==> config.mk <==
export PLATFORM = sky130hd
export DESIGN_NAME = text_stream_line_formatter_core
export DESIGN_NICKNAME = d
export VERILOG_FILES = /design/src/hdl/lfmt_pkg.sv /design/src/hdl/lfmt_front.sv /design/src/hdl/lfmt_queue.sv /design/src/hdl/lfmt_back.sv /design/src/hdl/text_stream_line_formatter_core.sv
export SDC_FILE = /design/constraint.sdc
export NUM_CORES = 1
export LEC_CHECK = 0
export ABC_CLOCK_PERIOD_IN_PS = 4070
export BUFFER_PORTS_ARGS = -buffer_cell sky130_fd_sc_hd__clkbuf_2
export CAP_MARGIN = 20
export CORE_ASPECT_RATIO = 0.75
export CORE_MARGIN = 2
export CORE_UTILIZATION = 25
export CTS_BUF_LIST = sky130_fd_sc_hd__clkbuf_4
export DETAILED_ROUTE_END_ITERATION = 10
export PLACE_DENSITY = 0.38
export SLEW_MARGIN = 20
export SYNTH_ARGS = -nofsm -noshare
export SYNTH_HDL_FRONTEND = slang
export SYNTH_SLANG_ARGS = --single-unit
==> constraint.sdc <==
create_clock -name clock -period 4.07 [get_ports clock]
set_input_delay 0.814 -clock clock [delete_from_list [all_inputs] [get_ports clock]]
set_output_delay 0.814 -clock clock [all_outputs]
set_load 0.02 [all_outputs]
==> src/hdl/lfmt_pkg.sv <==
`timescale 1ns / 1ps
`default_nettype none
// ----------------------------------------------------------------------------
// Line formatter package
// Shared types and constants for the cat-style text line formatter.
// ----------------------------------------------------------------------------
package lfmt_pkg;

   // Register map, indexed by paddr[4:2].
   localparam logic [2:0] REG_SQUEEZE_BLANK    = 3'd0;
   localparam logic [2:0] REG_NUMBER_MODE      = 3'd1;
   localparam logic [2:0] REG_SHOW_NONPRINTING = 3'd2;
   localparam logic [2:0] REG_SHOW_TABS        = 3'd3;
   localparam logic [2:0] REG_SHOW_ENDS        = 3'd4;

   // Line numbering modes. The unused code acts as no numbering.
   localparam logic [1:0] NUM_NONE     = 2'd0;
   localparam logic [1:0] NUM_ALL      = 2'd1;
   localparam logic [1:0] NUM_NONBLANK = 2'd2;

   localparam logic [7:0] CH_TAB    = 8'h09;
   localparam logic [7:0] CH_LF     = 8'h0A;
   localparam logic [7:0] CH_SPACE  = 8'h20;
   localparam logic [7:0] CH_DOLLAR = 8'h24;
   localparam logic [7:0] CH_DASH   = 8'h2D;
   localparam logic [7:0] CH_ZERO   = 8'h30;
   localparam logic [7:0] CH_QMARK  = 8'h3F;
   localparam logic [7:0] CH_UPPER_I = 8'h49;
   localparam logic [7:0] CH_UPPER_M = 8'h4D;
   localparam logic [7:0] CH_CARET  = 8'h5E;
   localparam logic [7:0] CH_DEL    = 8'h7F;
   localparam logic [7:0] CTRL_OFFSET = 8'h40;
   localparam logic [7:0] HIGH_OFFSET = 8'h80;

   localparam int QUEUE_DEPTH = 4;

   typedef struct packed {
      logic       squeeze_blank;
      logic [1:0] number_mode;
      logic       show_nonprinting;
      logic       show_tabs;
      logic       show_ends;
   } cfg_type;

   // One classified input byte: which pieces the back end has to emit.
   typedef struct packed {
      logic       num_en;
      logic       pre_m;
      logic       pre_caret;
      logic       pre_dollar;
      logic [7:0] ch;
   } cmd_type;

endpackage
`default_nettype wire

==> src/hdl/lfmt_front.sv <==
`timescale 1ns / 1ps
`default_nettype none
// ----------------------------------------------------------------------------
// Line formatter front end
// Accepts raw bytes, tracks line state and the BCD line counter, and turns
// each byte that is not squeezed away into a command for the back end.
// ----------------------------------------------------------------------------
module lfmt_front #(
   parameter int NUMBER_DIGITS = 6
) (
   input  wire                           clock,
   input  wire                           reset,
   input  lfmt_pkg::cfg_type             cfg,
   input  wire                           in_accept,
   input  wire  [7:0]                    in_byte,
   output logic                          push,
   output lfmt_pkg::cmd_type             push_cmd,
   output logic [4*NUMBER_DIGITS-1:0]    push_digits
);

   localparam int DigitsW = 4 * NUMBER_DIGITS;

   logic                 at_line_start_ff, at_line_start_in;
   logic                 line_was_ended_ff, line_was_ended_in;
   logic [DigitsW-1:0]   line_bcd_ff, line_bcd_in;
   logic [1:0]           newline_run_ff, newline_run_in;

   logic                     is_lf;
   logic                     drop;
   logic                     bump;
   logic                     num_en;
   logic [NUMBER_DIGITS-1:0] is_nine;
   logic [NUMBER_DIGITS-1:0] carry;
   logic [DigitsW-1:0]       bcd_inc;
   logic [DigitsW-1:0]       bcd_next;
   lfmt_pkg::cmd_type        cmd;

   assign is_lf = (in_byte == lfmt_pkg::CH_LF);
   // A third newline in a row is swallowed whole and touches no state.
   assign drop  = cfg.squeeze_blank && is_lf && (newline_run_ff >= 2'd2);

   // Saturating BCD increment: a digit moves when all lower digits are nine.
   for (genvar gi = 0; gi < NUMBER_DIGITS; gi++) begin : g_digit
      assign is_nine[gi] = (line_bcd_ff[4*gi +: 4] == 4'd9);
      if (gi == 0) begin : g_lsd
         assign carry[gi] = 1'b1;
      end else begin : g_upper
         assign carry[gi] = carry[gi-1] & is_nine[gi-1];
      end
      assign bcd_inc[4*gi +: 4] = !carry[gi] ? line_bcd_ff[4*gi +: 4] :
                                  (is_nine[gi] ? 4'd0 : line_bcd_ff[4*gi +: 4] + 4'd1);
   end
   assign bcd_next = (&is_nine) ? line_bcd_ff : bcd_inc;

   always_comb begin
      at_line_start_in  = at_line_start_ff;
      line_was_ended_in = line_was_ended_ff;
      newline_run_in    = newline_run_ff;
      num_en            = 1'b0;
      bump              = 1'b0;

      if (cfg.squeeze_blank) begin
         if (!is_lf) begin
            newline_run_in = 2'd0;
         end else if (newline_run_ff < 2'd2) begin
            newline_run_in = newline_run_ff + 2'd1;
         end
      end

      case (cfg.number_mode)
         lfmt_pkg::NUM_ALL: begin
            num_en           = at_line_start_ff;
            at_line_start_in = is_lf;
            bump             = is_lf;
         end
         lfmt_pkg::NUM_NONBLANK: begin
            if (is_lf) begin
               at_line_start_in  = 1'b0;
               line_was_ended_in = 1'b1;
            end else begin
               at_line_start_in = 1'b1;
               num_en           = line_was_ended_ff;
               bump             = line_was_ended_ff;
               if (line_was_ended_ff) begin
                  line_was_ended_in = 1'b0;
               end
            end
         end
         default: begin
         end
      endcase

      line_bcd_in = bump ? bcd_next : line_bcd_ff;
   end

   // Byte rendering: prefixes and the final character.
   always_comb begin
      cmd            = '0;
      cmd.num_en     = num_en;
      cmd.ch         = in_byte;
      if (cfg.show_nonprinting) begin
         if (in_byte <= 8'd8 || (in_byte >= 8'd11 && in_byte <= 8'd31)) begin
            cmd.pre_caret = 1'b1;
            cmd.ch        = in_byte + lfmt_pkg::CTRL_OFFSET;
         end else if (in_byte == lfmt_pkg::CH_DEL) begin
            cmd.pre_caret = 1'b1;
            cmd.ch        = lfmt_pkg::CH_QMARK;
         end else if (in_byte >= 8'd128 && in_byte <= 8'd159) begin
            cmd.pre_m     = 1'b1;
            cmd.pre_caret = 1'b1;
            cmd.ch        = in_byte - lfmt_pkg::CTRL_OFFSET;
         end else if (in_byte >= 8'd160 && in_byte <= 8'd254) begin
            cmd.pre_m = 1'b1;
            cmd.ch    = in_byte - lfmt_pkg::HIGH_OFFSET;
         end else if (in_byte == 8'd255) begin
            cmd.pre_m     = 1'b1;
            cmd.pre_caret = 1'b1;
            cmd.ch        = lfmt_pkg::CH_QMARK;
         end
      end
      if (in_byte == lfmt_pkg::CH_TAB && cfg.show_tabs) begin
         cmd.pre_caret = 1'b1;
         cmd.ch        = lfmt_pkg::CH_UPPER_I;
      end
      if (is_lf && cfg.show_ends) begin
         cmd.pre_dollar = 1'b1;
      end
   end

   assign push        = in_accept && !drop;
   assign push_cmd    = cmd;
   // The number printed is the one before this byte bumps it.
   assign push_digits = line_bcd_ff;

   always_ff @(posedge clock) begin
      if (reset) begin
         at_line_start_ff  <= 1'b1;
         line_was_ended_ff <= 1'b1;
         line_bcd_ff       <= {{(DigitsW-1){1'b0}}, 1'b1};
         newline_run_ff    <= 2'd1;
      end else if (push) begin
         at_line_start_ff  <= at_line_start_in;
         line_was_ended_ff <= line_was_ended_in;
         line_bcd_ff       <= line_bcd_in;
         newline_run_ff    <= newline_run_in;
      end
   end

   dropped_keeps_state: assert property (@(posedge clock) disable iff (reset)
      (in_accept && drop) |=> $stable(line_bcd_ff) && $stable(newline_run_ff))
      else $error("dropped newline changed line state");

endmodule
`default_nettype wire

==> src/hdl/lfmt_queue.sv <==
`timescale 1ns / 1ps
`default_nettype none
// ----------------------------------------------------------------------------
// Line formatter command queue
// Short FIFO of classified bytes between the front and back ends.
// ----------------------------------------------------------------------------
module lfmt_queue #(
   parameter int DIGITS_W = 24
) (
   input  wire                     clock,
   input  wire                     reset,
   input  wire                     push,
   input  lfmt_pkg::cmd_type       push_cmd,
   input  wire  [DIGITS_W-1:0]     push_digits,
   input  wire                     pop,
   output logic                    full,
   output logic                    head_valid,
   output lfmt_pkg::cmd_type       head_cmd,
   output logic [DIGITS_W-1:0]     head_digits
);

   localparam int Depth = lfmt_pkg::QUEUE_DEPTH;
   localparam int PtrW  = $clog2(Depth);
   localparam int CntW  = $clog2(Depth + 1);

   lfmt_pkg::cmd_type   cmd_mem_ff [Depth];
   logic [DIGITS_W-1:0] dig_mem_ff [Depth];
   logic [PtrW-1:0]     wr_ptr_ff;
   logic [PtrW-1:0]     rd_ptr_ff;
   logic [CntW-1:0]     count_ff;

   assign full        = (count_ff == CntW'(Depth));
   assign head_valid  = (count_ff != '0);
   assign head_cmd    = cmd_mem_ff[rd_ptr_ff];
   assign head_digits = dig_mem_ff[rd_ptr_ff];

   always_ff @(posedge clock) begin
      if (push) begin
         cmd_mem_ff[wr_ptr_ff] <= push_cmd;
         dig_mem_ff[wr_ptr_ff] <= push_digits;
      end
   end

   always_ff @(posedge clock) begin
      if (reset) begin
         wr_ptr_ff <= '0;
         rd_ptr_ff <= '0;
         count_ff  <= '0;
      end else begin
         if (push) begin
            wr_ptr_ff <= wr_ptr_ff + 1'b1;
         end
         if (pop) begin
            rd_ptr_ff <= rd_ptr_ff + 1'b1;
         end
         if (push && !pop) begin
            count_ff <= count_ff + 1'b1;
         end else if (pop && !push) begin
            count_ff <= count_ff - 1'b1;
         end
      end
   end

   no_push_when_full: assert property (@(posedge clock) disable iff (reset)
      push |-> !full || pop)
      else $error("queue overflow");

   no_pop_when_empty: assert property (@(posedge clock) disable iff (reset)
      pop |-> head_valid)
      else $error("queue underflow");

   count_in_range: assert property (@(posedge clock) disable iff (reset)
      count_ff <= CntW'(Depth))
      else $error("queue count out of range");

endmodule
`default_nettype wire

==> src/hdl/lfmt_back.sv <==
`timescale 1ns / 1ps
`default_nettype none
// ----------------------------------------------------------------------------
// Line formatter back end
// Walks each queued command and sends its output bytes one beat at a time:
// line number and tab, M- and caret prefixes, dollar, then the character.
// ----------------------------------------------------------------------------
module lfmt_back #(
   parameter int NUMBER_DIGITS = 6
) (
   input  wire                          clock,
   input  wire                          reset,
   input  wire                          head_valid,
   input  lfmt_pkg::cmd_type            head_cmd,
   input  wire  [4*NUMBER_DIGITS-1:0]   head_digits,
   output logic                         pop,
   output logic                         rsp_tvalid,
   input  wire                          rsp_tready,
   output logic [7:0]                   rsp_tdata,
   output logic                         rsp_tlast
);

   localparam int IdxW = (NUMBER_DIGITS > 1) ? $clog2(NUMBER_DIGITS) : 1;
   localparam logic [IdxW-1:0] TopIdx = IdxW'(NUMBER_DIGITS - 1);

   typedef enum logic [2:0] {
      PH_START,
      PH_DIGIT,
      PH_TAB,
      PH_M,
      PH_DASH,
      PH_CARET,
      PH_DOLLAR,
      PH_CHAR
   } phase_type;

   phase_type       phase_ff, phase_in;
   logic [IdxW-1:0] digit_ff, digit_in;
   logic            lead_ff, lead_in;
   logic            rsp_valid_ff;
   logic [7:0]      rsp_byte_ff, rsp_byte_in;
   logic            rsp_last_ff, rsp_last_in;

   phase_type       cur_phase;
   phase_type       prefix_phase;
   logic [IdxW-1:0] cur_idx;
   logic            cur_lead;
   logic [3:0]      cur_digit;
   logic            load;

   assign load = head_valid && (!rsp_valid_ff || rsp_tready);

   always_comb begin
      if (head_cmd.pre_m) begin
         prefix_phase = PH_M;
      end else if (head_cmd.pre_caret) begin
         prefix_phase = PH_CARET;
      end else if (head_cmd.pre_dollar) begin
         prefix_phase = PH_DOLLAR;
      end else begin
         prefix_phase = PH_CHAR;
      end
   end

   always_comb begin
      if (phase_ff == PH_START) begin
         cur_phase = head_cmd.num_en ? PH_DIGIT : prefix_phase;
         cur_idx   = TopIdx;
         cur_lead  = 1'b1;
      end else begin
         cur_phase = phase_ff;
         cur_idx   = digit_ff;
         cur_lead  = lead_ff;
      end
      cur_digit = head_digits[4*cur_idx +: 4];

      phase_in    = cur_phase;
      digit_in    = cur_idx;
      lead_in     = cur_lead;
      rsp_last_in = 1'b0;
      rsp_byte_in = head_cmd.ch;

      case (cur_phase)
         PH_DIGIT: begin
            // Leading zeros print as spaces; the lowest digit always prints.
            if (cur_lead && cur_digit == 4'd0 && cur_idx != '0) begin
               rsp_byte_in = lfmt_pkg::CH_SPACE;
            end else begin
               rsp_byte_in = lfmt_pkg::CH_ZERO + {4'd0, cur_digit};
            end
            lead_in  = cur_lead && (cur_digit == 4'd0);
            digit_in = cur_idx - 1'b1;
            phase_in = (cur_idx == '0) ? PH_TAB : PH_DIGIT;
         end
         PH_TAB: begin
            rsp_byte_in = lfmt_pkg::CH_TAB;
            phase_in    = prefix_phase;
         end
         PH_M: begin
            rsp_byte_in = lfmt_pkg::CH_UPPER_M;
            phase_in    = PH_DASH;
         end
         PH_DASH: begin
            rsp_byte_in = lfmt_pkg::CH_DASH;
            phase_in    = head_cmd.pre_caret ? PH_CARET : PH_CHAR;
         end
         PH_CARET: begin
            rsp_byte_in = lfmt_pkg::CH_CARET;
            phase_in    = PH_CHAR;
         end
         PH_DOLLAR: begin
            rsp_byte_in = lfmt_pkg::CH_DOLLAR;
            phase_in    = PH_CHAR;
         end
         PH_CHAR: begin
            rsp_byte_in = head_cmd.ch;
            rsp_last_in = 1'b1;
            phase_in    = PH_START;
         end
         default: begin
            phase_in = PH_START;
         end
      endcase
   end

   assign pop = load && (cur_phase == PH_CHAR);

   always_ff @(posedge clock) begin
      if (reset) begin
         phase_ff     <= PH_START;
         digit_ff     <= '0;
         lead_ff      <= 1'b1;
         rsp_valid_ff <= 1'b0;
      end else begin
         if (load) begin
            phase_ff    <= phase_in;
            digit_ff    <= digit_in;
            lead_ff     <= lead_in;
            rsp_byte_ff <= rsp_byte_in;
            rsp_last_ff <= rsp_last_in;
         end
         if (load) begin
            rsp_valid_ff <= 1'b1;
         end else if (rsp_tready) begin
            rsp_valid_ff <= 1'b0;
         end
      end
   end

   assign rsp_tvalid = rsp_valid_ff;
   assign rsp_tdata  = rsp_byte_ff;
   assign rsp_tlast  = rsp_last_ff;

   mid_run_has_entry: assert property (@(posedge clock) disable iff (reset)
      (phase_ff != PH_START) |-> head_valid)
      else $error("back end mid-run without a queued command");

   last_beat_ends_run: assert property (@(posedge clock) disable iff (reset)
      (load && rsp_last_in) |=> (phase_ff == PH_START) && rsp_tlast)
      else $error("last beat did not close the run");

endmodule
`default_nettype wire

==> src/hdl/text_stream_line_formatter_core.sv <==
`timescale 1ns / 1ps
`default_nettype none
// ----------------------------------------------------------------------------
// Text stream line formatter core
// Cat-style output filter: blank-line squeezing, line numbering, caret and
// M- notation, tab and line-end marking, with an APB register port.
// ----------------------------------------------------------------------------
// Accepted bytes pass through the command queue into the registered output.
// Each input byte yields 0 to 11 output beats (NUMBER_DIGITS + 5 at most);
// the back end sends one beat per cycle while commands wait and rsp_tready
// allows, and the front takes a byte every cycle while the four-entry
// command queue has room. Reset clears the registers to zero, the line
// counter to one and empties the queue; no clearing pass is needed.
// ----------------------------------------------------------------------------
module text_stream_line_formatter_core #(
   parameter int NUMBER_DIGITS = 6
) (
   input  wire         clock,
   input  wire         reset,
   // Input stream
   input  wire         req_tvalid,
   output logic        req_tready,
   input  wire  [7:0]  req_tdata,    // [7:0] in_byte
   // Output stream
   output logic        rsp_tvalid,
   input  wire         rsp_tready,
   output logic [7:0]  rsp_tdata,    // [7:0] out_byte
   output logic        rsp_tlast,    // last_of_run
   // Register port
   input  wire         csr_psel,
   input  wire         csr_penable,
   input  wire         csr_pwrite,
   input  wire  [4:0]  csr_paddr,
   input  wire  [31:0] csr_pwdata,
   output logic [31:0] csr_prdata,
   output logic        csr_pready
);

   localparam int DigitsW = 4 * NUMBER_DIGITS;

   lfmt_pkg::cfg_type   cfg_ff;
   logic                csr_write;
   logic [2:0]          reg_idx;

   logic                in_accept;
   logic                push;
   lfmt_pkg::cmd_type   push_cmd;
   logic [DigitsW-1:0]  push_digits;
   logic                pop;
   logic                full;
   logic                head_valid;
   lfmt_pkg::cmd_type   head_cmd;
   logic [DigitsW-1:0]  head_digits;

   assign csr_pready = 1'b1;
   assign csr_write  = csr_psel && csr_penable && csr_pwrite && csr_pready;
   assign reg_idx    = csr_paddr[4:2];

   always_ff @(posedge clock) begin
      if (reset) begin
         cfg_ff <= '0;
      end else if (csr_write) begin
         case (reg_idx)
            lfmt_pkg::REG_SQUEEZE_BLANK:    cfg_ff.squeeze_blank    <= csr_pwdata[0];
            lfmt_pkg::REG_NUMBER_MODE:      cfg_ff.number_mode      <= csr_pwdata[1:0];
            lfmt_pkg::REG_SHOW_NONPRINTING: cfg_ff.show_nonprinting <= csr_pwdata[0];
            lfmt_pkg::REG_SHOW_TABS:        cfg_ff.show_tabs        <= csr_pwdata[0];
            lfmt_pkg::REG_SHOW_ENDS:        cfg_ff.show_ends        <= csr_pwdata[0];
            default: begin
            end
         endcase
      end
   end

   always_comb begin
      case (reg_idx)
         lfmt_pkg::REG_SQUEEZE_BLANK:    csr_prdata = {31'd0, cfg_ff.squeeze_blank};
         lfmt_pkg::REG_NUMBER_MODE:      csr_prdata = {30'd0, cfg_ff.number_mode};
         lfmt_pkg::REG_SHOW_NONPRINTING: csr_prdata = {31'd0, cfg_ff.show_nonprinting};
         lfmt_pkg::REG_SHOW_TABS:        csr_prdata = {31'd0, cfg_ff.show_tabs};
         lfmt_pkg::REG_SHOW_ENDS:        csr_prdata = {31'd0, cfg_ff.show_ends};
         default:                        csr_prdata = 32'd0;
      endcase
   end

   assign req_tready = !full;
   assign in_accept  = req_tvalid && req_tready;

   lfmt_front #(
      .NUMBER_DIGITS (NUMBER_DIGITS)
   ) u_front (
      .clock       (clock),
      .reset       (reset),
      .cfg         (cfg_ff),
      .in_accept   (in_accept),
      .in_byte     (req_tdata),
      .push        (push),
      .push_cmd    (push_cmd),
      .push_digits (push_digits)
   );

   lfmt_queue #(
      .DIGITS_W (DigitsW)
   ) u_queue (
      .clock       (clock),
      .reset       (reset),
      .push        (push),
      .push_cmd    (push_cmd),
      .push_digits (push_digits),
      .pop         (pop),
      .full        (full),
      .head_valid  (head_valid),
      .head_cmd    (head_cmd),
      .head_digits (head_digits)
   );

   lfmt_back #(
      .NUMBER_DIGITS (NUMBER_DIGITS)
   ) u_back (
      .clock       (clock),
      .reset       (reset),
      .head_valid  (head_valid),
      .head_cmd    (head_cmd),
      .head_digits (head_digits),
      .pop         (pop),
      .rsp_tvalid  (rsp_tvalid),
      .rsp_tready  (rsp_tready),
      .rsp_tdata   (rsp_tdata),
      .rsp_tlast   (rsp_tlast)
   );

endmodule
`default_nettype wire

# ---- Word-level counts from Yosys, hierarchy flattened
# Memories as Yosys holds them, arrays and structs flattened. A register that Yosys moved wholly into a read port is not among the register bits.
# Cells that the tools add are included.
dict set report word_totals {
  out_inout_bits 44
  input_bits 52
  ram_bits 144
  n_memories 2
  elab_cells 190
  regBits 58
}
# memory words width rd rd_clocked_by_memory_dff write_ports line
set mem_list {}
lappend mem_list {u_queue.dig_mem_ff 4 24 1 1 1 lfmt_queue.sv:27} ;# logic [DIGITS_W-1:0] dig_mem_ff [Depth];
lappend mem_list {u_queue.cmd_mem_ff 4 12 1 1 1 lfmt_queue.sv:26} ;# lfmt_pkg::cmd_type cmd_mem_ff [Depth];
dict set report op_classes {
  magnitude_cmp 9
  shifts 1
  reduce_logical 50
  add_sub_neg 16
  bitwise 6
  mux 58
  n_eq_ne 25
}
# cell count
set op_table {}
lappend op_table {{2-to-1 mux 8 bit} 8}
lappend op_table {{case mux 8 bit (6 select lines)} 1}
lappend op_table {{adder 4 x 1 -> 4 bit (second input constant)} 6}
lappend op_table {{equality test 4 bit (second input constant)} 6}
lappend op_table {{2-to-1 mux 3 bit} 8}
lappend op_table {{2-to-1 mux 4 bit} 6}
lappend op_table {{variable part select 24 x 6 -> 4 bit} 1}
lappend op_table {{2-to-1 mux 2 bit} 11}
lappend op_table {{AND reduction 4 bit} 5}
lappend op_table {{2-to-1 mux 1 bit} 19}
lappend op_table {{equality test 3 bit (second input constant)} 6}
lappend op_table {{logical AND 1 bit} 17}
lappend op_table {{equality test 8 x 4 -> 1 bit (second input constant)} 2}
lappend op_table {{greater-or-equal comparator 8 bit (second input constant)} 2}
lappend op_table {{less-or-equal comparator 8 bit (second input constant)} 2}
lappend op_table {{AND reduction 2 bit} 8}
lappend op_table {{case mux 3 bit (5 select lines)} 1}
lappend op_table {{equality test 3 x 2 -> 1 bit (second input constant)} 4}
lappend op_table {{case mux 2 bit (5 select lines)} 1}
lappend op_table {{zero test 3 bit} 3}
lappend op_table {{adder 8 x 7 -> 8 bit (second input constant)} 1}
lappend op_table {{equality test 8 x 7 -> 1 bit (second input constant)} 1}
lappend op_table {{equality test 8 bit (second input constant)} 1}
lappend op_table {{greater-or-equal comparator 8 x 4 -> 1 bit (second input constant)} 1}
lappend op_table {{other kinds (25)} 44}

# ---- Logic depth before layout (Yosys ltp)
# Gate-level depths: netlist of the first run.
dict set report logic_depth {
  ltp_word 10
  depth_mapped 13
  depth_no_buf 11
}

# ---- By module
# From an unflattened synthesis of the first run, not the netlist that was laid out.
dict set report unflattened {
  cells_unflattened 688
  hier_area_um2 9554.2
}
# module cells_each area_each_um2 n_inst seq_area_each_um2
set by_module_without_submodules {}
lappend by_module_without_submodules {lfmt_queue 232 5679.2 1 4504.3}
lappend by_module_without_submodules {lfmt_front 253 2040.7 1 560.5}
lappend by_module_without_submodules {lfmt_back 132 1239.9 1 430.4}
lappend by_module_without_submodules {text_stream_line_formatter_core 71 594.3 1 120.1}

# ---- Worst setup path after synthesis of the first run
# No wires, ideal clock.
dict set report synth_timing {
  kind {flip-flop to flip-flop}
  startpoint {register with a tool-made name}
  endpoint {register u_queue.count_ff[2]}
  n_path_buf 1
  stages_incl_launch_ff 13
  path_slack_ps 850
  setup_ps 70
  t_arrival_ps 3150
  cell_sequence {dfxtp_1 -> buf_6 -> mux4_2 -> or4b_4 -> a21oi_4 -> nor4_2 -> inv_1 -> ha_1 -> inv_1 -> fa_1 -> xor2_1 -> or3_1 -> a21oi_1}
}
# element line
set synth_rtl {}
lappend synth_rtl {{end signal: assignment} lfmt_queue.sv:57} ;# count_ff <= count_ff + 1'b1;
lappend synth_rtl {{end signal: assignment} lfmt_queue.sv:59} ;# count_ff <= count_ff - 1'b1;
lappend synth_rtl {{end: declaration} lfmt_queue.sv:30} ;# logic [CntW-1:0] count_ff;

==> results_tabular.tex, run 1 <==
\begin{tabular}{lr}
\hline
Metric & Value \\
\hline
\multicolumn{2}{l}{\textbf{Run status}} \\
Outcome & completed \\
\multicolumn{2}{l}{\textbf{Run}} \\
Total of max-cap violations & 0 \\
\multicolumn{2}{l}{\textbf{Die}} \\
Area of the die & 0.0387 mm\^{}2 \\
Number of placed I/O pins & 96 \\
Die width & 227 um \\
Effective utilization at floorplan & 0.252 \\
Site row count & 61 \\
Placeable core area & 0.0369 mm\^{}2 \\
Y dimension of the die & 171 um \\
\multicolumn{2}{l}{\textbf{GRT}} \\
Largest net degree at the start of global routing & 54 \\
Global Route Usage Sum & 0.122 \\
Global-route wire length before repair & 35.4 mm \\
Remaining global-route overflow & 0 \\
Initial antenna violation count & 1 \\
Number of global-route vias before repair & 6168 \\
\multicolumn{2}{l}{\textbf{Clock network}} \\
Hold-fix buffers at CTS & 0 \\
CTS H-Tree Depth & 2 \\
Clock sink count & 204 \\
CTS Buf Count & 54 \\
Clock-pin slew reported for the worst setup and hold paths after clock tree synthesis & 0.07 ns \\
Clock latency at the later pin of the worst-skew pair & 0.68 ns \\
Clock root cell & clkbuf\_4 \\
TritonCTS clock tree & built \\
Number of gates resized after CTS & 0 \\
Number of post-CTS setup repair buffers & 0 \\
Longest Clk Path Bufs & 3 \\
\multicolumn{2}{l}{\textbf{Worst setup path}} \\
Capturing element type of the critical path & register \\
Largest driver fanout on the critical path & 13 \\
Critical setup path kind & register to register \\
CP Data Required Time & 4.66 ns \\
Arrival time reported for the critical path endpoint & 4.11 ns \\
Critical Path Start Type & register \\
\multicolumn{2}{l}{\textbf{Synthesis}} \\
Synth top area share & 0.495 \\
Post-synthesis sequential area ratio & 0.605 \\
Cell type contributing the most total cell area after synthesis & edfxtp\_1 \\
Most instantiated flip-flop cell in the synthesis netlist & edfxtp\_1 \\
Share of synthesized registers carrying an async set or reset & 0 \\
\#FFs+latches synth & 204 \\
Synth area leaders & edfxtp\_1, dfxtp\_1, mux4\_2 \\
Cell area after synthesis & 0.00928 mm\^{}2 \\
Ys Warns & 0 \\
Post-synth cell types & 73 \\
Synthesized area per cell & 13.2 um\^{}2 \\
Post-synth EDFFs & 153 \\
Cells after Synth & 701 \\
\multicolumn{2}{l}{\textbf{Route}} \\
Via count & 5989 \\
DR DRC count & 0 \\
ANT nets after route & 0 \\
Via density per instance & 4.54 \\
Initial DRC count & 423 \\
Number of detailed-route iterations in the first pass & 5 \\
Mean routed wirelength per cell & 17.5 um \\
DRT Wirelength & 23.1 mm \\
\multicolumn{2}{l}{\textbf{Finish}} \\
Net count reported at finish & 839 \\
Layout cells sized above 1 & 0.232 \\
Register Area & 0.00562 mm\^{}2 \\
Area taken by multi-input logic gates & 0.00330 mm\^{}2 \\
Area growth from synthesis to layout & 14.9\% \\
Final Util & 0.289 \\
Filler instances & 3754 \\
\multicolumn{2}{l}{\textbf{STA}} \\
Final period util & 0.864 \\
Number of failing setup endpoints in the final timing report & 0 \\
Fin. Hold Viols & 0 \\
Sum of negative setup slack & 0 ns \\
Min Clock Period, post-route & 3.52 ns \\
Setup skew after layout & 0.0341 ns \\
Setup repair after global routing missed its margin & false \\
Worst max-slew margin expressed relative to the limit & 0.387 \\
Fmax & 0.284 GHz \\
Slew @ Worst Pin & 0.916 ns \\
Number of pins with negative max-slew slack in the final report & 0 \\
\multicolumn{2}{l}{\textbf{Place}} \\
Post-DP HPWL & 15.4 mm \\
Placer congestion estimate & 0.756 \\
Input/output buffers & 32 \\
\multicolumn{2}{l}{\textbf{Power}} \\
Ratio of total power to cell area & 565 mW/mm\^{}2 \\
Worst IR drop on VDD & 0.183 mV \\
Leak Pwr & 3.64 nW \\
\multicolumn{2}{l}{\textbf{Hold path}} \\
Type of the worst min-delay path & input port to register \\
\hline
\end{tabular}
==> cell type report <==
cell class	count	share of cell area
Tap cell	504	0.0591
Clock inverter	19	0.00974
Timing Repair Buffer	51	0.0307
Inverter	25	0.00880
Sequential cell	204	0.527
Clock buffer	78	0.0549
Multi-Input combinational cell	435	0.309
Antenna cell	2	0.000469
==> report_power, final <==
group | total [W] | switching, W | internal, W
Sequential | 0.00266 | 0.000129 | 0.00253
Clock | 0.00179 | 0.000851 | 0.000942
Combinational | 0.00157 | 0.000971 | 0.000599
==> cells in the final DEF, fill, tap and decap left out, drive strengths merged, types with 8 or more instances in the layout <==
master and count:
xor2 9, mux4 33, ha 15, mux2i 16
nand2 44, o21ai 16, clkbuf 110, nand4 10
nor2 46, nand3 23, a21oi 38, inv 24
nand2b 11, and2 9, buf 19, clkinv 18
nor3 13, dfxtp 51, edfxtp 153, conb 31
or3 8
==> metal layers <==
| layer | GRT usage | wire (um) | part of all wire |
|---|---|---|---|
| met5 | 0 | 0 | 0 |
| met4 | 0.0443 | 444 | 0.019 |
| met3 | 0.0276 | 1130 | 0.049 |
| met2 | 0.184 | 10100 | 0.44 |
| met1 | 0.171 | 11400 | 0.50 |
==> kinds of logic (layout without fill, tap and decap cells) <==
logic type / count (synthesis) / count (layout) / synth area share
xor+xnor: 16 / 16 / 0.0151
fa+ha+maj: 16 / 16 / 0.0224
mux: 51 / 51 / 0.0997
flops: 204 / 204 / 0.605
compound gates: 113 / 113 / 0.0832
other cells: 2 / 33 / 0.000809
simple gates: 208 / 208 / 0.122
buf+inv: 91 / 173 / 0.0520
==> worst paths after layout <==
check                                    from                  end  slack, ns  cells after the start
worst max-delay path                 register  u_queue.count_ff[2]       0.55                     11
worst min-delay path            csr_pwdata[1]            cfg_ff[4]       0.40                      3
worst max register to register       register  u_queue.count_ff[2]       0.55                     11
worst min register to register      cfg_ff[4]            cfg_ff[4]       0.49                      2
==> state kept, by name, summed over array words and instances, names as in the netlist, named ones only <==
| signal | count |
|---|---|
| cfg_ff | 6 |
| u_back.digit_ff | 3 |
| u_back.lead_ff | 1 |
| u_back.phase_ff | 3 |
| u_back.rsp_tdata | 8 |
| u_back.rsp_tlast | 1 |
| u_back.rsp_tvalid | 1 |
| u_front.at_line_start_ff | 1 |
| u_front.line_was_ended_ff | 1 |
| u_front.newline_run_ff | 2 |
| u_front.push_digits | 24 |
| u_queue.cmd_mem_ff | 48 |
| u_queue.count_ff | 3 |
| u_queue.dig_mem_ff | 96 |
| u_queue.rd_ptr_ff | 2 |
| u_queue.wr_ptr_ff | 2 |
==> critical path, cell delays in order, from the launching register on <==
cell and delay, ns:
dfxtp_2 0.67, mux4_2 0.63, or4b_4 0.55, a21oi_4 0.17, nor4_2 0.09, inv_1 0.08
ha_1 0.18, inv_1 0.07, fa_1 0.37, xor2_1 0.18, or3_1 0.31, a21oi_1 0.13
==> stage by stage <==
stage	setup slack, ns	instance area, um^2	hold WS, ns	total power (W)	cells
2_1_floorplan	0.850	9390	0.453	0.00377	730
3_3_place_gp	0.529	9970	0.467	0.00427	1219
3_5_place_dp	0.516	9970	0.483	0.00429	1219
4_1_cts	0.462	10700	0.350	0.00612	1316
5_1_grt	0.316	10700	0.364	0.00639	1317
6_report	0.552	10700	0.405	0.00602	1318
==> cell usage after synthesis (7+ instances only) <==
| master | count |
|---|---|
| nor2b_1 | 7 |
| a31oi_1 | 7 |
| and2_1 | 9 |
| xnor2_1 | 7 |
| mux2i_1 | 16 |
| nand3_1 | 21 |
| ha_1 | 15 |
| o21ai_0 | 16 |
| xor2_1 | 9 |
| nor2_1 | 45 |
| or3_1 | 7 |
| dfxtp_1 | 51 |
| a21oi_1 | 37 |
| clkbuf_1 | 25 |
| nand4_1 | 10 |
| inv_1 | 23 |
| nand2_1 | 44 |
| edfxtp_1 | 153 |
| nor3_1 | 13 |
| mux4_2 | 33 |
| buf_4 | 32 |
| nand2b_1 | 11 |
(Power assumes the default switching activity.)
==> run 2: changes to the inputs <==
--- a/config.mk
+++ b/config.mk
@@ -8,12 +8,14 @@
 export ABC_CLOCK_PERIOD_IN_PS = 4070
 export BUFFER_PORTS_ARGS = -buffer_cell sky130_fd_sc_hd__clkbuf_2
 export CAP_MARGIN = 20
-export CORE_ASPECT_RATIO = 0.75
+export CELL_PAD_IN_SITES_DETAIL_PLACEMENT = 0
+export CELL_PAD_IN_SITES_GLOBAL_PLACEMENT = 1
+export CORE_ASPECT_RATIO = 1.25
 export CORE_MARGIN = 2
 export CORE_UTILIZATION = 25
 export CTS_BUF_LIST = sky130_fd_sc_hd__clkbuf_4
 export DETAILED_ROUTE_END_ITERATION = 10
-export PLACE_DENSITY = 0.38
+export PLACE_DENSITY = 0.45
 export SLEW_MARGIN = 20
 export SYNTH_ARGS = -nofsm -noshare
 export SYNTH_HDL_FRONTEND = slang
==> results_tabular.tex, run 2 (synthesized netlist as in run 1, its figures left out) <==
\begin{tabular}{lr}
\hline
Metric & Value \\
\hline
\multicolumn{2}{l}{\textbf{Run status}} \\
Outcome & completed \\
\multicolumn{2}{l}{\textbf{Finish}} \\
Filler instances & 3772 \\
Register bank with the most flops & u\_queue.dig\_mem\_ff \\
Layout cells sized above 1 & 0.232 \\
Commonest cells after routing, fill and taps aside & edfxtp\_1, clkbuf\_4, dfxtp\_1 \\
Largest register FFs & 96 \\
Net count reported at finish & 836 \\
Most common library cell in the layout ignoring fill and taps & edfxtp\_1 \\
Area growth from synthesis to layout & 14.3\% \\
\multicolumn{2}{l}{\textbf{Clock network}} \\
CTS Buf Count & 51 \\
Hold-fix buffers at CTS & 0 \\
Clock-pin slew reported for the worst setup and hold paths after clock tree synthesis & 0.08 ns \\
Number of gates resized after CTS & 0 \\
Clock sink count & 204 \\
CTS H-Tree Depth & 2 \\
Clock root cell & clkbuf\_4 \\
TritonCTS clock tree & built \\
Number of post-CTS setup repair buffers & 0 \\
Longest Clk Path Bufs & 3 \\
Clock latency at the later pin of the worst-skew pair & 0.68 ns \\
\multicolumn{2}{l}{\textbf{STA}} \\
Setup skew after layout & 0.0419 ns \\
Setup repair after global routing missed its margin & false \\
Slew @ Worst Pin & 0.962 ns \\
Fmax & 0.284 GHz \\
Worst Setup Slack, final & 0.554 ns \\
Final period util & 0.864 \\
Fin. Hold Viols & 0 \\
Min Clock Period, post-route & 3.52 ns \\
Number of failing setup endpoints in the final timing report & 0 \\
Sum of negative setup slack & 0 ns \\
Number of pins with negative max-slew slack in the final report & 0 \\
Worst max-slew margin expressed relative to the limit & 0.350 \\
Fin Hold WS & 0.417 ns \\
\multicolumn{2}{l}{\textbf{Route}} \\
Via count & 5847 \\
Number of detailed-route iterations in the first pass & 4 \\
ANT nets after route & 0 \\
Initial DRC count & 272 \\
Via density per instance & 4.53 \\
Mean routed wirelength per cell & 17.0 um \\
DR DRC count & 0 \\
DRT Wirelength & 21.9 mm \\
\multicolumn{2}{l}{\textbf{GRT}} \\
Number of global-route vias before repair & 5931 \\
Remaining global-route overflow & 0 \\
Global-route wire length before repair & 34.0 mm \\
Initial antenna violation count & 1 \\
Global Route Usage Sum & 0.115 \\
Largest net degree at the start of global routing & 37 \\
\multicolumn{2}{l}{\textbf{Worst setup path}} \\
Largest driver fanout on the critical path & 30 \\
Critical setup path kind & register to register \\
Critical Path Max Stage Delay & 0.57 ns \\
R2r worst-path depth & 12 \\
CP Data Required Time & 4.63 ns \\
Reg-to-Reg End & u\_queue.count\_ff[2] \\
Most common cell type on the critical path & inv\_1 \\
Cell type group with the largest total delay on the critical path & simple AND/OR/NAND/NOR gates \\
Reg-to-reg slack, setup & 0.55 ns \\
Crit path depth & 12 \\
Capturing element of the worst setup path & u\_queue.count\_ff[2] \\
Capturing element type of the critical path & register \\
Critical Path Start Type & register \\
Crit-path cells & buf\_12 > mux4\_2 > or4b\_4 > a21oi\_4 > nor4\_2 > inv\_1 > ha\_1 > inv\_1 > fa\_1 > xor2\_1 > or3\_1 > a21oi\_1 \\
Crit path max-delay cell type & dfxtp\_2 \\
Crit path buf inv count & 3 \\
Arrival time reported for the critical path endpoint & 4.08 ns \\
\multicolumn{2}{l}{\textbf{Die}} \\
Number of placed I/O pins & 96 \\
Die width & 176 um \\
Site row count & 78 \\
Area of the die & 0.0387 mm\^{}2 \\
Effective utilization at floorplan & 0.254 \\
Placeable core area & 0.0365 mm\^{}2 \\
Y dimension of the die & 219 um \\
\multicolumn{2}{l}{\textbf{Place}} \\
Post-DP HPWL & 14.7 mm \\
Input/output buffers & 32 \\
Placer congestion estimate & 0.786 \\
Post-Place Worst Slack & 0.523 ns \\
\multicolumn{2}{l}{\textbf{Hold path}} \\
Type of the worst min-delay path & input port to register \\
\multicolumn{2}{l}{\textbf{Run}} \\
Total of max-cap violations & 0 \\
\multicolumn{2}{l}{\textbf{Power}} \\
Ratio of total power to cell area & 558 mW/mm\^{}2 \\
Worst IR drop on VDD & 0.176 mV \\
Leak Pwr & 3.63 nW \\
\hline
\end{tabular}
## run 2: changes by cell type in the layout (fill, tap and decap cells not counted)
| cell | before | now |
|---|---|---|
| diode_2 | 2 | 1 |
| clkinvlp_4 | 1 | 0 |
| and2_1 | 5 | 7 |
| clkbuf_4 | 78 | 80 |
| bufinv_16 | 1 | 0 |
| buf_4 | 17 | 16 |
| buf_12 | 2 | 3 |
| clkinv_2 | 2 | 4 |
| clkinv_1 | 16 | 11 |
| and2_2 | 4 | 2 |
## run 2: worst min-delay path, cell delays in order
cell and delay [ns]:
clkbuf_2 0.08, inv_1 0.05, nand2_1 0.06, a21oi_1 0.05
## run 2: how the worst min path moves through the flow
stage / startpoint / to / slack, ns / cells past startpoint
after global placement: u_front.newline_run_ff[0] / u_front.newline_run_ff[0] / 0.47 / 1
after CTS: rsp_tready / u_back.rsp_tvalid / 0.33 / 4
after global routing: csr_pwdata[1] / cfg_ff[4] / 0.37 / 3
after floorplan: cfg_ff[4] / cfg_ff[4] / 0.45 / 2
final: rsp_tready / u_back.rsp_tvalid / 0.42 / 4
after detailed placement: cfg_ff[4] / cfg_ff[4] / 0.48 / 2
## run 2: cell type report
cell class | count | area (um^2) | area share
antenna | 1 | 2.50 | 0.000236
clock buffer | 80 | 601 | 0.0566
clock inverter | 14 | 57.6 | 0.00543
inverter | 25 | 93.8 | 0.00885
multi-input combinational | 435 | 3300 | 0.311
sequential | 204 | 5620 | 0.530
tap | 480 | 601 | 0.0566
timing repair buffer | 51 | 340 | 0.0321
## run 2: power by group
part	internal, W	switching (W)	leakage, nW
Clock	0.000893	0.000825	0.399
Combinational	0.000593	0.000941	1.38
Sequential	0.00253	0.000134	1.85
Total	0.00402	0.00190	3.63
## run 2: per-layer routing
metal	up-vias	GRT usage	share of wire
met1	2915	0.137	0.42
met3	44	0.0243	0.041
met5	-	0	0
li1	2772	-	-
met2	116	0.201	0.51
met4	0	0.0507	0.031
## run 2: metrics by stage
step | util | instances | area [um^2] | power (W)
6_report | 0.291 | 1290 | 10600 | 0.00592
5_1_grt | 0.291 | 1290 | 10600 | 0.00629
4_1_cts | 0.291 | 1289 | 10600 | 0.00605
3_5_place_dp | 0.273 | 1195 | 9950 | 0.00428
3_3_place_gp | 0.273 | 1195 | 9950 | 0.00425
2_1_floorplan | - | 730 | 9390 | 0.00377
==> run 3: changes to the inputs <==
--- a/config.mk
+++ b/config.mk
@@ -10,7 +10,7 @@
 export CAP_MARGIN = 20
 export CELL_PAD_IN_SITES_DETAIL_PLACEMENT = 0
 export CELL_PAD_IN_SITES_GLOBAL_PLACEMENT = 1
-export CORE_ASPECT_RATIO = 1.25
+export CORE_ASPECT_RATIO = 1.1
 export CORE_MARGIN = 2
 export CORE_UTILIZATION = 25
 export CTS_BUF_LIST = sky130_fd_sc_hd__clkbuf_4
==> results_tabular.tex, run 3 (synthesized netlist as in run 1, its figures left out) <==
\begin{tabular}{lr}
\hline
Metric & Value \\
\hline
\multicolumn{2}{l}{\textbf{Run status}} \\
Outcome & completed \\
\multicolumn{2}{l}{\textbf{STA}} \\
Final period util & 0.868 \\
Number of failing setup endpoints in the final timing report & 0 \\
Number of pins with negative max-slew slack in the final report & 0 \\
Worst max-slew margin expressed relative to the limit & 0.305 \\
Min Clock Period, post-route & 3.53 ns \\
Sum of negative setup slack & 0 ns \\
Setup skew after layout & 0.0191 ns \\
Fmax & 0.283 GHz \\
Setup repair after global routing missed its margin & false \\
Fin. Hold Viols & 0 \\
Slew @ Worst Pin & 1.03 ns \\
\multicolumn{2}{l}{\textbf{Worst setup path}} \\
Capturing element of the worst setup path & u\_queue.count\_ff[2] \\
Reg-to-reg slack, setup & 0.54 ns \\
R2r worst-path depth & 11 \\
Arrival time reported for the critical path endpoint & 4.12 ns \\
Critical setup path kind & register to register \\
Critical Path Start Type & register \\
Capturing element type of the critical path & register \\
Reg-to-Reg End & u\_queue.count\_ff[2] \\
Largest driver fanout on the critical path & 12 \\
CP Data Required Time & 4.66 ns \\
\multicolumn{2}{l}{\textbf{Route}} \\
Number of detailed-route iterations in the first pass & 6 \\
DRT Wirelength & 22.2 mm \\
Initial DRC count & 368 \\
Via count & 5920 \\
Mean routed wirelength per cell & 17.0 um \\
DR DRC count & 0 \\
ANT nets after route & 0 \\
Via density per instance & 4.54 \\
\multicolumn{2}{l}{\textbf{Clock network}} \\
Longest Clk Path Bufs & 3 \\
Clock root cell & clkbuf\_4 \\
TritonCTS clock tree & built \\
Number of post-CTS setup repair buffers & 0 \\
Hold-fix buffers at CTS & 0 \\
Clock sink count & 204 \\
CTS Buf Count & 53 \\
CTS H-Tree Depth & 2 \\
Clock latency at the later pin of the worst-skew pair & 0.68 ns \\
Number of gates resized after CTS & 0 \\
Clock-pin slew reported for the worst setup and hold paths after clock tree synthesis & 0.06 ns \\
\multicolumn{2}{l}{\textbf{GRT}} \\
Initial antenna violation count & 1 \\
Remaining global-route overflow & 0 \\
Largest net degree at the start of global routing & 54 \\
Global-route wire length before repair & 34.1 mm \\
Number of global-route vias before repair & 5960 \\
Global Route Usage Sum & 0.115 \\
\multicolumn{2}{l}{\textbf{Finish}} \\
Layout cells sized above 1 & 0.235 \\
Most common library cell in the layout ignoring fill and taps & edfxtp\_1 \\
Net count reported at finish & 836 \\
Area growth from synthesis to layout & 14.4\% \\
Filler instances & 3826 \\
Area taken by multi-input logic gates & 0.00330 mm\^{}2 \\
Register bank with the most flops & u\_queue.dig\_mem\_ff \\
Commonest cells after routing, fill and taps aside & edfxtp\_1, clkbuf\_4, dfxtp\_1 \\
Register Area & 0.00562 mm\^{}2 \\
Largest register FFs & 96 \\
\multicolumn{2}{l}{\textbf{Die}} \\
Effective utilization at floorplan & 0.252 \\
Site row count & 74 \\
Die width & 188 um \\
Area of the die & 0.0387 mm\^{}2 \\
Placeable core area & 0.0369 mm\^{}2 \\
Y dimension of the die & 206 um \\
Number of placed I/O pins & 96 \\
\multicolumn{2}{l}{\textbf{Power}} \\
Leak Pwr & 3.63 nW \\
Ratio of total power to cell area & 557 mW/mm\^{}2 \\
Worst IR drop on VDD & 0.145 mV \\
Total chip power & 0.00592 W \\
\multicolumn{2}{l}{\textbf{Hold path}} \\
Type of the worst min-delay path & input port to register \\
\multicolumn{2}{l}{\textbf{Place}} \\
Post-DP HPWL & 14.6 mm \\
Input/output buffers & 32 \\
Placer congestion estimate & 0.798 \\
\multicolumn{2}{l}{\textbf{Run}} \\
Total of max-cap violations & 0 \\
\hline
\end{tabular}
[run 3: per-stage QoR]
step / hold WS (ns) / instances / utilization / instance area (um^2) / setup WS (ns)
final: 0.405 / 1305 / 0.288 / 10600 / 0.536
after detailed placement: 0.476 / 1207 / 0.270 / 9950 / 0.515
after global routing: 0.329 / 1305 / 0.288 / 10600 / 0.247
after CTS: 0.320 / 1304 / 0.288 / 10600 / 0.492
after floorplan: 0.453 / 730 / - / 9390 / 0.850
after global placement: 0.469 / 1207 / 0.270 / 9950 / 0.561
[run 3: final cells by class]
cell class / instances / share of cell area
flip-flops and latches: 204 / 0.529
diodes: 1 / 0.000236
clock buffers: 77 / 0.0544
clock inverters: 20 / 0.00789
multi-input cells: 435 / 0.311
repair buffers: 49 / 0.0306
well taps: 494 / 0.0582
inverters: 25 / 0.00884
[run 3: where the power goes]
part           switching, W  internal (W)  leakage (nW)
logic              0.000953      0.000585          1.37
clock network      0.000850      0.000874         0.407
registers          0.000125       0.00253          1.85
total               0.00193       0.00399          3.63
[run 3: worst max-delay path, cell delays in order (launching register included)]
cell and delay, ns:
dfxtp_2 0.61, mux4_2 0.61, nor2_2 0.26, a21oi_1 0.32
nor4_2 0.54, inv_1 0.10, ha_1 0.22, inv_1 0.07
fa_1 0.18, xor2_1 0.08, or3_1 0.31, a21oi_1 0.15
[run 3: worst min path at each step]
| stage | start | endpoint | slack [ns] | depth (start not counted) |
|---|---|---|---|---|
| after floorplan | cfg_ff[4] | cfg_ff[4] | 0.45 | 2 |
| final | csr_pwdata[1] | cfg_ff[4] | 0.41 | 3 |
| after global routing | csr_pwdata[1] | cfg_ff[4] | 0.33 | 3 |
| after global placement | u_front.newline_run_ff[0] | u_front.newline_run_ff[0] | 0.47 | 1 |
| after detailed placement | cfg_ff[4] | cfg_ff[4] | 0.48 | 2 |
| after CTS | csr_pwdata[1] | cfg_ff[4] | 0.32 | 3 |
[run 3: per-layer routing]
layer  up-vias  GRT usage  wire, um
li1       2779          -         -
met1      2963      0.140      9740
met2       136      0.200     11000
met3        42     0.0251       873
met4         0     0.0453       544
met5         -          0         0
